**src/rtl/core/msr_pkg.sv**
```systemverilog
// Package with the shared types and constants of the motor speed ramp unit.
`timescale 1ns / 1ps
`default_nettype none

package msr_pkg;

  // Field widths.
  localparam int unsigned LevelW   = 7;
  localparam int unsigned CommandW = 4;
  localparam int unsigned PinsW    = 2;
  localparam int unsigned CfgIdxW  = 2;

  // Reset values of the configuration registers.
  localparam logic [LevelW-1:0] RampStepRst   = LevelW'(2);
  localparam logic [LevelW-1:0] CoarseStepRst = LevelW'(10);
  localparam logic [LevelW-1:0] MaxSpeedRst   = LevelW'(100);

  // Configuration register indexes.
  localparam logic [CfgIdxW-1:0] CFG_RAMP_STEP   = 2'd0;
  localparam logic [CfgIdxW-1:0] CFG_COARSE_STEP = 2'd1;
  localparam logic [CfgIdxW-1:0] CFG_MAX_SPEED   = 2'd2;

  // Item kinds.
  localparam logic MODE_TICK    = 1'b0;
  localparam logic MODE_COMMAND = 1'b1;

  // Drive pin codes.
  localparam logic [PinsW-1:0] PINS_OFF = 2'b00;
  localparam logic [PinsW-1:0] PINS_FWD = 2'b01;
  localparam logic [PinsW-1:0] PINS_BWD = 2'b10;

  // Command codes.
  typedef enum logic [CommandW-1:0] {
    CMD_REVERSE = 4'd0,
    CMD_ENABLE  = 4'd1,
    CMD_STOP    = 4'd2,
    CMD_UP1     = 4'd3,
    CMD_UPC     = 4'd4,
    CMD_DOWN1   = 4'd5,
    CMD_DOWNC   = 4'd6,
    CMD_MAX     = 4'd7,
    CMD_ZERO    = 4'd8
  } cmd_e;

  // Input word.
  typedef struct packed {
    logic                mode;
    logic [CommandW-1:0] command;
  } msr_in_t;

  // Result word.
  typedef struct packed {
    logic [LevelW-1:0] duty;
    logic              pwm_enable;
    logic [PinsW-1:0]  drive_pins;
    logic [LevelW-1:0] target_level;
    logic              wanted_forward;
    logic              actual_forward;
    logic              drive_on;
  } msr_out_t;

  // Configuration seen by the step logic.
  typedef struct packed {
    logic [LevelW-1:0] ramp_step;
    logic [LevelW-1:0] coarse_step;
    logic [LevelW-1:0] max_speed;
  } msr_cfg_t;

endpackage

`default_nettype wire

```
**src/rtl/core/msr_cfg_regs.sv**
```systemverilog
// Configuration register file of the motor speed ramp unit.
`timescale 1ns / 1ps
`default_nettype none

module msr_cfg_regs (
  input  wire logic                          clk_i,
  input  wire logic                          rst_ni,
  input  wire logic                          cfg_we_i,
  input  wire logic [msr_pkg::CfgIdxW-1:0]   cfg_idx_i,
  input  wire logic [msr_pkg::LevelW-1:0]    cfg_data_i,
  output msr_pkg::msr_cfg_t                  cfg_o
);

  msr_pkg::msr_cfg_t cfg_q;

  // Register writes; an index past the list is ignored.
  always_ff @(posedge clk_i or negedge rst_ni) begin
    if (!rst_ni) begin
      cfg_q.ramp_step   <= msr_pkg::RampStepRst;
      cfg_q.coarse_step <= msr_pkg::CoarseStepRst;
      cfg_q.max_speed   <= msr_pkg::MaxSpeedRst;
    end else if (cfg_we_i) begin
      unique case (cfg_idx_i)
        msr_pkg::CFG_RAMP_STEP:   cfg_q.ramp_step   <= cfg_data_i;
        msr_pkg::CFG_COARSE_STEP: cfg_q.coarse_step <= cfg_data_i;
        msr_pkg::CFG_MAX_SPEED:   cfg_q.max_speed   <= cfg_data_i;
        default: ;
      endcase
    end
  end

  assign cfg_o = cfg_q;

endmodule

`default_nettype wire

```
**src/rtl/core/msr_core.sv**
```systemverilog
// Drive state registers and the single-pass step logic for one word.
`timescale 1ns / 1ps
`default_nettype none

module msr_core (
  input  wire logic               clk_i,
  input  wire logic               rst_ni,
  input  wire logic               step_i,
  input  wire msr_pkg::msr_in_t   item_i,
  input  wire msr_pkg::msr_cfg_t  cfg_i,
  output msr_pkg::msr_out_t       result_o
);

  localparam int unsigned W = msr_pkg::LevelW;

  logic [W-1:0] target_q, target_d;
  logic [W-1:0] duty_q, duty_d;
  logic         enabled_q, enabled_d;
  logic         want_fwd_q, want_fwd_d;
  logic         real_fwd_q, real_fwd_d;

  logic [W:0]   cmd_level;
  logic [W-1:0] dn_coarse;
  logic [W-1:0] dn_one;
  logic [W-1:0] diff_up;
  logic [W-1:0] diff_dn;
  logic [W-1:0] rev_duty;
  logic         pwm;
  logic [msr_pkg::PinsW-1:0] pins;

  // Candidate target values; downward steps stop at zero.
  assign dn_one    = (target_q == '0) ? '0 : target_q - W'(1);
  assign dn_coarse = (target_q > cfg_i.coarse_step) ? target_q - cfg_i.coarse_step : '0;
  assign diff_up   = target_q - duty_q;
  assign diff_dn   = duty_q - target_q;
  assign rev_duty  = (duty_q > cfg_i.ramp_step) ? duty_q - cfg_i.ramp_step : '0;

  // Unclamped target after a command; one extra bit holds upward overflow.
  always_comb begin
    cmd_level = {1'b0, target_q};
    case (msr_pkg::cmd_e'(item_i.command))
      msr_pkg::CMD_UP1:   cmd_level = {1'b0, target_q} + (W+1)'(1);
      msr_pkg::CMD_UPC:   cmd_level = {1'b0, target_q} + {1'b0, cfg_i.coarse_step};
      msr_pkg::CMD_DOWN1: cmd_level = {1'b0, dn_one};
      msr_pkg::CMD_DOWNC: cmd_level = {1'b0, dn_coarse};
      msr_pkg::CMD_MAX:   cmd_level = {1'b0, cfg_i.max_speed};
      msr_pkg::CMD_ZERO:  cmd_level = '0;
      default:            cmd_level = {1'b0, target_q};
    endcase
  end

  // Next state and the pin outputs: for a tick from the pre-step state, for a command from the state after it.
  always_comb begin
    target_d   = target_q;
    duty_d     = duty_q;
    enabled_d  = enabled_q;
    want_fwd_d = want_fwd_q;
    real_fwd_d = real_fwd_q;
    pwm        = 1'b0;
    pins       = msr_pkg::PINS_OFF;
    if (item_i.mode == msr_pkg::MODE_COMMAND) begin
      unique case (msr_pkg::cmd_e'(item_i.command))
        msr_pkg::CMD_REVERSE: want_fwd_d = !want_fwd_q;
        msr_pkg::CMD_ENABLE:  enabled_d  = 1'b1;
        msr_pkg::CMD_STOP:    enabled_d  = 1'b0;
        default: ;
      endcase
      // Every command saturates the target to the speed limit.
      target_d = (cmd_level > {1'b0, cfg_i.max_speed}) ? cfg_i.max_speed : cmd_level[W-1:0];
      // Pins follow the state after the command.
      pwm  = enabled_d && (duty_q != '0);
      pins = !enabled_d ? msr_pkg::PINS_OFF
           : (real_fwd_q ? msr_pkg::PINS_FWD : msr_pkg::PINS_BWD);
    end else if (!enabled_q) begin
      duty_d = '0;
    end else begin
      pwm  = (duty_q != '0);
      pins = real_fwd_q ? msr_pkg::PINS_FWD : msr_pkg::PINS_BWD;
      if (want_fwd_q != real_fwd_q) begin
        // Reversal pending: ramp down, flip once the duty reaches zero.
        duty_d = rev_duty;
        if (rev_duty == '0) begin
          real_fwd_d = want_fwd_q;
        end
      end else if (target_q > duty_q) begin
        duty_d = duty_q + ((diff_up > cfg_i.ramp_step) ? cfg_i.ramp_step : diff_up);
      end else if (target_q < duty_q) begin
        duty_d = duty_q - ((diff_dn > cfg_i.ramp_step) ? cfg_i.ramp_step : diff_dn);
      end
    end
  end

  // State update, one word per cycle while step_i is high.
  always_ff @(posedge clk_i or negedge rst_ni) begin
    if (!rst_ni) begin
      target_q   <= '0;
      duty_q     <= '0;
      enabled_q  <= 1'b0;
      want_fwd_q <= 1'b1;
      real_fwd_q <= 1'b1;
    end else if (step_i) begin
      target_q   <= target_d;
      duty_q     <= duty_d;
      enabled_q  <= enabled_d;
      want_fwd_q <= want_fwd_d;
      real_fwd_q <= real_fwd_d;
    end
  end

  // Result word of this step.
  always_comb begin
    result_o.duty           = duty_d;
    result_o.pwm_enable     = pwm;
    result_o.drive_pins     = pins;
    result_o.target_level   = target_d;
    result_o.wanted_forward = want_fwd_d;
    result_o.actual_forward = real_fwd_d;
    result_o.drive_on       = enabled_d;
  end

endmodule

`default_nettype wire

```
**src/rtl/core/motor_speed_ramp_with_reversal_unit.sv**
```systemverilog
// Top level of the motor speed ramp unit with direction reversal.
`timescale 1ns / 1ps
`default_nettype none

// Each input word is a ramp tick or a command event and yields exactly one result
// word. A word is captured in an input register, processed by the step logic
// against the drive state in one pass, and written to the result register, so the
// unit takes one word per cycle while the output is not stalled; the single state
// update per cycle in the step logic sets that rate. The user must write the
// configuration registers through the plain write port only while the unit is
// idle (the block itself does not enforce this); they take effect on the next word.
module motor_speed_ramp_with_reversal_unit (
  input  wire logic                        clk_i,
  input  wire logic                        rst_ni,
  input  wire logic                        in_valid_i,
  output logic                             in_stall_o,
  input  wire msr_pkg::msr_in_t            in_data_i,
  output logic                             out_valid_o,
  input  wire logic                        out_stall_i,
  output msr_pkg::msr_out_t                out_data_o,
  input  wire logic                        cfg_we_i,
  input  wire logic [msr_pkg::CfgIdxW-1:0] cfg_idx_i,
  input  wire logic [msr_pkg::LevelW-1:0]  cfg_data_i
);

  msr_pkg::msr_cfg_t cfg;
  msr_pkg::msr_in_t  item_q;
  msr_pkg::msr_out_t result;
  msr_pkg::msr_out_t out_q;
  logic              item_valid_q;
  logic              out_valid_q;
  logic              out_free;
  logic              step;
  logic              in_take;

  msr_cfg_regs u_cfg (
    .clk_i      (clk_i),
    .rst_ni     (rst_ni),
    .cfg_we_i   (cfg_we_i),
    .cfg_idx_i  (cfg_idx_i),
    .cfg_data_i (cfg_data_i),
    .cfg_o      (cfg)
  );

  // Handshake: the result register frees when empty or when taken.
  assign out_free   = !out_valid_q || !out_stall_i;
  assign step       = item_valid_q && out_free;
  assign in_stall_o = item_valid_q && !out_free;
  assign in_take    = in_valid_i && !in_stall_o;

  msr_core u_core (
    .clk_i    (clk_i),
    .rst_ni   (rst_ni),
    .step_i   (step),
    .item_i   (item_q),
    .cfg_i    (cfg),
    .result_o (result)
  );

  // Input register.
  always_ff @(posedge clk_i or negedge rst_ni) begin
    if (!rst_ni) begin
      item_valid_q <= 1'b0;
    end else if (in_take) begin
      item_valid_q <= 1'b1;
    end else if (step) begin
      item_valid_q <= 1'b0;
    end
  end

  always_ff @(posedge clk_i) begin
    if (in_take) begin
      item_q <= in_data_i;
    end
  end

  // Result register.
  always_ff @(posedge clk_i or negedge rst_ni) begin
    if (!rst_ni) begin
      out_valid_q <= 1'b0;
    end else if (out_free) begin
      out_valid_q <= step;
    end
  end

  always_ff @(posedge clk_i) begin
    if (step) begin
      out_q <= result;
    end
  end

  assign out_valid_o = out_valid_q;
  assign out_data_o  = out_q;

  // A word leaving the input register lands in the result register.
  assert property (@(posedge clk_i) disable iff (!rst_ni) step |=> out_valid_q)
    else $error("stepped word did not reach the result register");

  // The input side stalls only while a word waits in the input register.
  assert property (@(posedge clk_i) disable iff (!rst_ni) in_stall_o |-> item_valid_q)
    else $error("input stalled with an empty input register");

  // A disabled drive never shows pins or a connected PWM.
  assert property (@(posedge clk_i) disable iff (!rst_ni)
      (out_valid_q && !out_q.drive_on) |->
      (out_q.drive_pins == msr_pkg::PINS_OFF && !out_q.pwm_enable))
    else $error("pins driven while the drive is disabled");

  // Pin code is never both directions at once.
  assert property (@(posedge clk_i) disable iff (!rst_ni)
      out_valid_q |-> (out_q.drive_pins != (msr_pkg::PINS_FWD | msr_pkg::PINS_BWD)))
    else $error("both direction pins set");

endmodule

`default_nettype wire
```
**config.mk**
```make
export PLATFORM = sky130hd
export DESIGN_NAME = motor_speed_ramp_with_reversal_unit
export DESIGN_NICKNAME = d
export VERILOG_FILES = /design/src/rtl/core/msr_pkg.sv /design/src/rtl/core/msr_cfg_regs.sv /design/src/rtl/core/msr_core.sv /design/src/rtl/core/motor_speed_ramp_with_reversal_unit.sv
export SDC_FILE = /design/constraint.sdc
export NUM_CORES = 1
export LEC_CHECK = 0
export BUFFER_PORTS_ARGS = -buffer_cell sky130_fd_sc_hd__buf_2
export CORE_ASPECT_RATIO = 0.9
export CORE_UTILIZATION = 35
export CTS_BUF_LIST = sky130_fd_sc_hd__clkbuf_2
export DETAILED_ROUTE_END_ITERATION = 12
export GPL_TIMING_DRIVEN = 0
export PLACE_DENSITY = 0.61
export REMOVE_ABC_BUFFERS = 1
export SETUP_SLACK_MARGIN = 0.1
export SLEW_MARGIN = 20
export SYNTH_ARGS = -nofsm -noshare
export SYNTH_HDL_FRONTEND = slang
export SYNTH_SLANG_ARGS = --single-unit
```
**constraint.sdc**
```tcl
create_clock -name clk_i -period 4.65 [get_ports clk_i]
set_input_delay 0.93 -clock clk_i [delete_from_list [all_inputs] [get_ports clk_i]]
set_output_delay 0.93 -clock clk_i [all_outputs]
set_load 0.05 [all_outputs]
```
* Yosys cells after proc, flatten, opt, wreduce, memory -nomap -nowiden
Cells that the tools add are included.
Operators by class: reductions and logical operators 19, multiplexer cells 30, add/subtract/negate cells 9, equal/unequal tests 11, magnitude comparators 7
Operator list (count):
- 2-to-1 mux 7 bit | 12
- case mux 8 bit (6 select lines) | 1
- greater-than comparator 7 bit | 5
- subtractor 7 bit | 5
- == test 4 x 3 -> 1 bit, second input constant | 4
- zero test 7 bit | 2
- 2-to-1 mux 1 bit | 12
- adder 7 x 1 -> 8 bit, second input constant | 1
- adder 7 x 7 -> 8 bit | 1
- == test 4 x 2 -> 1 bit, second input constant | 2
- greater-than comparator 8 x 7 -> 1 bit | 1
- 2-to-1 mux 2 bit | 4
- adder 7 bit | 1
- less-than comparator 7 bit | 1
- nonzero test 7 bit | 1
- subtractor 7 x 1 -> 7 bit, second input constant | 1
- AND reduction 2 bit | 3
- zero test 1 bit | 5
- == test 4 x 1 -> 1 bit, second input constant | 1
- == test 4 bit, second input constant | 1
- logical AND 1 bit | 4
- zero test 4 bit | 1
- == test 2 x 1 -> 1 bit, second input constant | 1
- == test 2 bit, second input constant | 1
- other kinds (5) | 5
Storage, ports and cells: input bits 19, logic and storage cells 95, output and inout bits 22, flip-flop bits (word level) 65

* Longest topological paths before layout
Gate-level depths: netlist of run 1.
depth in word-level cells 9, depth in mapped cells 24, mapped depth without buffers 24

* By module
A second synthesis of run 1 with hierarchy kept.
Unflattened totals: cells, all modules 625, area total of the unflattened synthesis 5890.6 um2
By module, submodules not included:
- msr_core | cells an instance 547, area each 4236.6 um2, seq. area each 427.9 um2, instances 1
- motor_speed_ramp_with_reversal_unit | cells an instance 33, area each 843.3 um2, seq. area each 800.8 um2, instances 1
- msr_cfg_regs | cells an instance 45, area each 810.8 um2, seq. area each 533.0 um2, instances 1

* Worst setup path after synthesis of run 1
Ideal clock, no wire load.
path kind register to register, from register u_core.duty_q[1], to register out_q, in the netlist out_data_o[19] (data pin), library setup time 0.265 ns, path slack -0.395 ns, clock period less this slack 5.045 ns, stages on the path, launching flop included 23, data required time 4.385 ns, arrival 4.780 ns, path buffers 0, cells stage by stage dfrtp_1 -> inv_1 -> ha_1 -> a21o_1 -> a21o_1 -> a21o_1 -> a21oi_1 -> xnor2_1 -> ha_1 -> and3_1 -> a221o_1 -> a31oi_1 -> a21oi_1 -> mux2_2 -> fa_1 -> nor2b_1 -> o31a_1 -> o21ai_0 -> nand2b_1 -> xor2_1 -> nand3_1 -> a41oi_1 -> o22ai_1
RTL lines:
- start, declared | RTL line msr_core.sv:17 | logic [W-1:0] duty_q, duty_d;
- start signal, assigned | RTL line msr_core.sv:103 | duty_q <= duty_d;
- end signal, assigned | RTL line motor_speed_ramp_with_reversal_unit.sv:88 | out_q <= result;
- end, declared | RTL line motor_speed_ramp_with_reversal_unit.sv:29 | msr_pkg::msr_out_t out_q;

==> reports/summary.txt, run 1 <==
Status - complete, but fails checks
Failing checks - design-rule violations, negative setup slack
Area of the mapped netlist - 5894 sq um
CP max stage delay - 530 ps
FFs w/ async S/R, synth - 0.6154
Syn Area/Cell - 9.139 sq um
Distinct cells, synth - 70
Initial DRC Count - 479
Xor and xnor area share after synthesis - 0.05052
Post-layout net count - 824
Max clock buf depth - 2
Post-synthesis sequential area ratio - 0.2989
Post-Layout Cell Count - 943
First-pass GRT wire length - 26090 um
Mux cell area share after synthesis - 0.07451
Total gr overflow - 0
Worst slew margin - 0.3520
Post-synth EDFFs - 25
Worst setup path end - out_data_o[19]
Starting density of the core - 0.3617
CP Depth - 23
Primary FF master, synth - dfrtp_1
Root Driver - clkbuf_2
CP required - 4980 ps
Wire length on met3 - 1469 um
Final period utilization - 1.070
Drt via density - 5.534
Post-DP HPWL - 11690 um
Total CTS buffers - 9
Crit. End Element - register
CTS tree - yes
R2R depth - 23
RR Endpoint - out_data_o[19]
Final Worst Setup Slack - -325.2 ps
Clock-pin transition on the worst setup and hold timing paths - 250 ps
Latest clock arrival within the worst-skew pair - 570 ps
Worst path cell trace - buf_6 -> ha_4 -> inv_2 -> fa_2 -> a211oi_2 -> or4b_4 -> o2111ai_4 -> ha_4 -> and3_4 -> a221o_1 -> a31oi_4 -> a21oi_4 -> mux2i_1 -> ha_2 -> fa_2 -> nor2b_2 -> o31a_1 -> o21ai_1 -> nand2b_1 -> xor2_1 -> nand3_1 -> a41oi_2 -> o22ai_2
Top layer in use - met4
Post-route design area - 7281 sq um
CP Max Fanout - 4
Post-route ant nets - 0
R2R Setup Slk - -330 ps
Via count - 5219
Post-Synth Simple-Gate Area - 0.1437
Vias in the first global route - 4683
DR WL met2 - 7161 um
Fillers - 1574
Final Util - 0.4468
Largest net degree at the start of global routing - 41
Class of the worst hold path - in2async
Residual DRC - 4
CP Buf/Inv Count - 2
CP Launch Point - u_core.target_q[0]
DRT Pass-1 Iters - 12
Unrepaired setup endpoints after global routing - yes
Final WL - 17120 um
Cell Rows - 44
Slowest CP cell - or4b_4
FF-to-FF Start - u_core.target_q[0]
Share of cells above drive strength 1 - 0.3224
Critical path class - reg2reg
Synthesis warning total - 0
Max cap viols - 0
Synth Area in Compound Gates - 0.2123
Initial antenna violation count - 1
Worst path arrival time - 5310 ps
DRT met1 WL - 8369 um
Die width - 138.8 um
Number of port buffers - 40
Fin. max-slew vios - 0
Setup crit start kind - register
WL per Instance - 18.15 um
Flip-flop and latch count after synthesis - 65
FMAX - 201.0 MHz
Worst path top cell family by delay - compound AO/OA/AOI/OAI gates
RePlAce Congestion - 0.8490
Largest family of logic cells by synthesized area - compound AO/OA/AOI/OAI gates
Placed cells - 872
Die Area - 17370 sq um
DP Area - 6262 sq um
P&R area growth vs syn - 23.52%
Tightest Pin Transition - 972.0 ps
Syn Inst Count - 645
Placement Setup Slack - -1352 ps
Final setup fails - 9
Adder and majority gate portion of the synthesized area - 0.1681
Num ports - 41
TritonCTS Sinks - 65
Period minus WS final - 4975 ps
Core area - 16300 sq um
Setup Skew - 33.92 ps
Die Y - 125.1 um
H-tree depth - 3
Final hold vios - 0
Gr usage total - 0.1952
-- stage by stage --
stage	hold slack, ps	TNS, ps
after CTS	499.3	-1413
after detailed placement	475.8	-12500
after global placement	464.9	-12410
after floorplan	457.4	-2159
final	474.0	-1853
after global routing	460.0	-3374
-- routing by layer --
metal / track usage / vias to the layer above
met5: 0 / -
met4: 0.03268 / 0
met3: 0.04558 / 12
met2: 0.2825 / 205
met1: 0.2950 / 2477
li1: - / 2525
-- area by class of cell --
| type | instances | area [sq um] | share of cell area |
|---|---|---|---|
| inverter | 56 | 226.5 | 0.03110 |
| antenna | 1 | 2.502 | 0.0003437 |
| multi-input combinational | 504 | 4215 | 0.5790 |
| timing repair buffer | 94 | 653.1 | 0.08971 |
| clock inverter | 7 | 101.3 | 0.01392 |
| clock buffer | 9 | 45.04 | 0.006187 |
| tap | 207 | 259.0 | 0.03557 |
| sequential | 65 | 1778 | 0.2442 |
-- flip-flops by register name, indices dropped and copies added, names as in the netlist --
| register | cells |
|---|---|
| out_valid_o | 1 |
| u_core.duty_q | 7 |
| item_valid_q | 1 |
| u_core.target_q | 7 |
| u_cfg.cfg_o | 21 |
| u_core.enabled_q | 1 |
| item_q | 5 |
| out_data_o | 20 |
| u_core.want_fwd_q | 1 |
| u_core.real_fwd_q | 1 |
-- worst min path at each step --
stage	start	end	slack (ps)	cells past startpoint
final	rst_ni	u_core.duty_q[5]	470	1
after global routing	in_data_i[4]	item_q[4]	460	1
after CTS	rst_ni	u_core.duty_q[5]	500	1
after detailed placement	item_valid_q	out_valid_o	480	1
after global placement	item_valid_q	out_valid_o	460	1
after floorplan	item_valid_q	out_valid_o	460	1
-- cells in the final DEF, fill, tap and decap left out, types with 5 or more instances in the layout --
| master | instances |
|---|---|
| ha_1 | 54 |
| nand2_1 | 49 |
| inv_1 | 49 |
| buf_4 | 46 |
| buf_2 | 40 |
| nor2_1 | 38 |
| o21ai_0 | 31 |
| a21oi_1 | 26 |
| edfxtp_1 | 25 |
| o21ai_1 | 24 |
| dfrtp_1 | 19 |
| xnor2_1 | 18 |
| mux2_2 | 18 |
| a21oi_2 | 16 |
| mux2i_1 | 14 |
| a21o_1 | 13 |
| xor2_1 | 13 |
| dfrtp_2 | 13 |
| nand2b_1 | 11 |
| o21a_1 | 11 |
| nand3_1 | 10 |
| ha_4 | 10 |
| clkbuf_2 | 9 |
| nor2b_1 | 8 |
| dfstp_2 | 8 |
| nor4_1 | 7 |
| nor3_1 | 6 |
| a31oi_1 | 6 |
| buf_6 | 6 |
| mux2_4 | 5 |
| or3_1 | 5 |
| nand4_1 | 5 |
-- what timing repair did --
action,4_1_cts,5_1_grt
setup buffers,33,21
resized for setup,68,44
hold buffers,0,0
endpoints found under the setup margin,17,24
pin swaps,21,23
-- cells in the mapped netlist, types with 5 or more instances --
cell       n  area [sq um]
a21oi_1   39         195.2
xnor2_1   21         183.9
buf_2      5         25.02
o21ai_1   12         60.06
nor4_1     8         50.05
mux2_2    23         259.0
inv_1     56         210.2
nand2_1   49         183.9
nor3_1     7         35.03
a31oi_1    7         43.79
xor2_1    13         113.9
fa_1       7         140.1
nand4_1    5         31.28
or3_1      5         31.28
clkbuf_1  12         45.04
a211oi_1   6         45.04
dfstp_2    8         210.2
nor2_1    39         146.4
o21a_1    11         82.58
a221oi_1   5         43.79
dfrtp_1   32         800.8
o21ai_0   43         215.2
ha_1      68         850.8
edfxtp_1  25         750.7
nand3_1   10         50.05
nand2b_1  11         68.82
a21o_1    13         97.59
mux2i_1   18         180.2
nor2b_1    9         56.30
-- worst register-to-register path, delay by kind of cell (launching register included) --
family | cells | cell delay [ps]
AOI/OAI and AO/OA | 9 | 1460
xor gates and xnor gates | 1 | 200
adders and majority gates | 5 | 1190
DFF | 1 | 520
buffers and inverters | 2 | 200
muxes | 1 | 140
and+or+nand+nor | 5 | 1030
-- cells by family (layout without fill, tap and decap cells) --
group	after synthesis	in the layout
AOI/OAI and AO/OA	186	186
xor gates and xnor gates	34	34
adders and majority gates	75	75
buffers and inverters	76	166
DFF	65	65
muxes	41	41
other	0	1
and+or+nand+nor	168	168
Power of run 1 is not shown: default switching activity piles up to over one toggle a cycle in this logic, so the estimate is an artifact.
==> run 2: changes to the inputs <==
--- a/config.mk
+++ b/config.mk
@@ -13,7 +13,7 @@
 export GPL_TIMING_DRIVEN = 0
 export PLACE_DENSITY = 0.61
 export REMOVE_ABC_BUFFERS = 1
-export SETUP_SLACK_MARGIN = 0.1
+export SETUP_SLACK_MARGIN = 0.2
 export SLEW_MARGIN = 20
 export SYNTH_ARGS = -nofsm -noshare
 export SYNTH_HDL_FRONTEND = slang
==> reports/summary.txt, run 2 (same netlist as run 1, synthesis figures left out) <==
Unrepaired setup endpoints after global routing - yes
Die Area - 17370 sq um
Starting density of the core - 0.3617
Total CTS buffers - 9
Antenna diode count - 0
Gr usage total - 0.1955
Max reg flops - 21
Most used cells in the layout excluding fill and tap cells - ha_1, buf_4, inv_1
Failing checks - design-rule violations, negative setup slack
Final period utilization - 1.103
Vias in the first global route - 4693
H-tree depth - 3
Multi-input logic area - 4239 sq um
Worst slew margin - 0.3479
Slowest CP cell - or4b_4
Final Worst Setup Slack - -477.6 ps
Die Y - 125.1 um
Die width - 138.8 um
Setup crit start kind - register
Num ports - 41
CP required - 4970 ps
CP Max Fanout - 4
Fillers - 1565
Most common cell after layout, fill and taps aside - ha_1
Final WL - 17280 um
Tightest Pin Transition - 978.2 ps
Post-layout net count - 830
Core area - 16300 sq um
Initial antenna violation count - 0
Residual DRC - 4
Initial DRC Count - 482
Max cap viols - 0
Post-route ant nets - 0
First-pass GRT wire length - 26140 um
Final setup fails - 11
Period minus WS final - 5128 ps
Worst path arrival time - 5450 ps
Via count - 5194
Final Util - 0.4505
DRT Pass-1 Iters - 12
CTS tree - yes
Fin. max-slew vios - 0
CP max stage delay - 530 ps
WL per Instance - 18.23 um
Final hold vios - 0
Crit. End Element - register
FMAX - 195.0 MHz
Share of cells above drive strength 1 - 0.3306
Total gr overflow - 0
Critical path class - reg2reg
Number of port buffers - 40
Status - complete, but fails checks
Worst path cell trace - buf_6 -> buf_6 -> ha_4 -> inv_4 -> fa_2 -> a211oi_2 -> or4b_4 -> o2111ai_4 -> ha_4 -> and3_4 -> a221o_1 -> a31oi_4 -> a21oi_4 -> mux2_4 -> fa_2 -> nor2b_2 -> o31a_1 -> o21ai_1 -> nand2b_1 -> xor2_1 -> nand3_1 -> a41oi_2 -> o22ai_2
Sequential cell area - 1778 sq um
Latest clock arrival within the worst-skew pair - 550 ps
Clock-pin transition on the worst setup and hold timing paths - 250 ps
Root Driver - clkbuf_2
Hold_buf cts - 0
Drt via density - 5.479
Class of the worst hold path - in2async
Setup Skew - 33.71 ps
Cell Rows - 44
Largest net degree at the start of global routing - 41
P&R area growth vs syn - 24.54%
Post-DP HPWL - 11690 um
RePlAce Congestion - 0.8490
Max clock buf depth - 2
TritonCTS Sinks - 65
## run 2: repair_timing
action | in CTS | in global routing
gates cloned | 0 | 1
gates resized for setup | 72 | 38
buffers inserted | 33 | 26
pin swaps | 20 | 28
setup endpoints to repair | 19 | 25
## run 2: metrics by stage
stage          worst slack [ps]  instances  hold WS (ps)  setup TNS [ps]  area [sq um]
2_1_floorplan            -428.8        625         457.4           -2159          5798
3_3_place_gp              -1346        872         464.9          -12410          6257
3_5_place_dp              -1352        872         475.8          -12500          6262
4_1_cts                  -295.2        921         499.3           -1413          6920
5_1_grt                  -665.8        948         460.0           -5535          7341
6_report                 -477.6        948         491.7           -3360          7341
## run 2: area by class of cell
type,count,share of cell area
multi-input combinational,505,0.5775
sequential,65,0.2422
timing repair buffer,99,0.09357
tap,207,0.03528
inverter,56,0.03153
clock inverter,7,0.01381
clock buffer,9,0.006136
## run 2: final timing paths
path                               startpoint                  to  slack [ps]  depth (start not counted)
setup / recovery           u_core.target_q[0]      out_data_o[19]        -480                         23
hold / removal                         rst_ni    u_core.duty_q[5]         490                          1
setup reg to reg           u_core.target_q[0]      out_data_o[19]        -480                         23
max in group asynchronous              rst_ni  u_core.target_q[6]        3480                          1
hold reg to reg                  item_valid_q         out_valid_o         520                          1
min in group clk_i               item_valid_q         out_valid_o         520                          1
## run 2: layer usage
metal / GRT usage / vias to the layer above / share of wire
li1: - / 2540 / -
met2: 0.2834 / 212 / 0.42
met3: 0.04328 / 11 / 0.092
met1: 0.2967 / 2431 / 0.49
met4: 0.03268 / 0 / 0.0067
met5: 0 / - / 0
## run 2: critical path: cells and delay by family (launching register included)
kind	cells	cell delay [ps]
AOI/OAI and AO/OA	9	1460
and+or+nand+nor	5	1040
adders and majority gates	4	1020
DFF	1	520
muxes	1	330
buffers and inverters	3	300
xor gates and xnor gates	1	210
Power of run 2 is left out for the same reason.
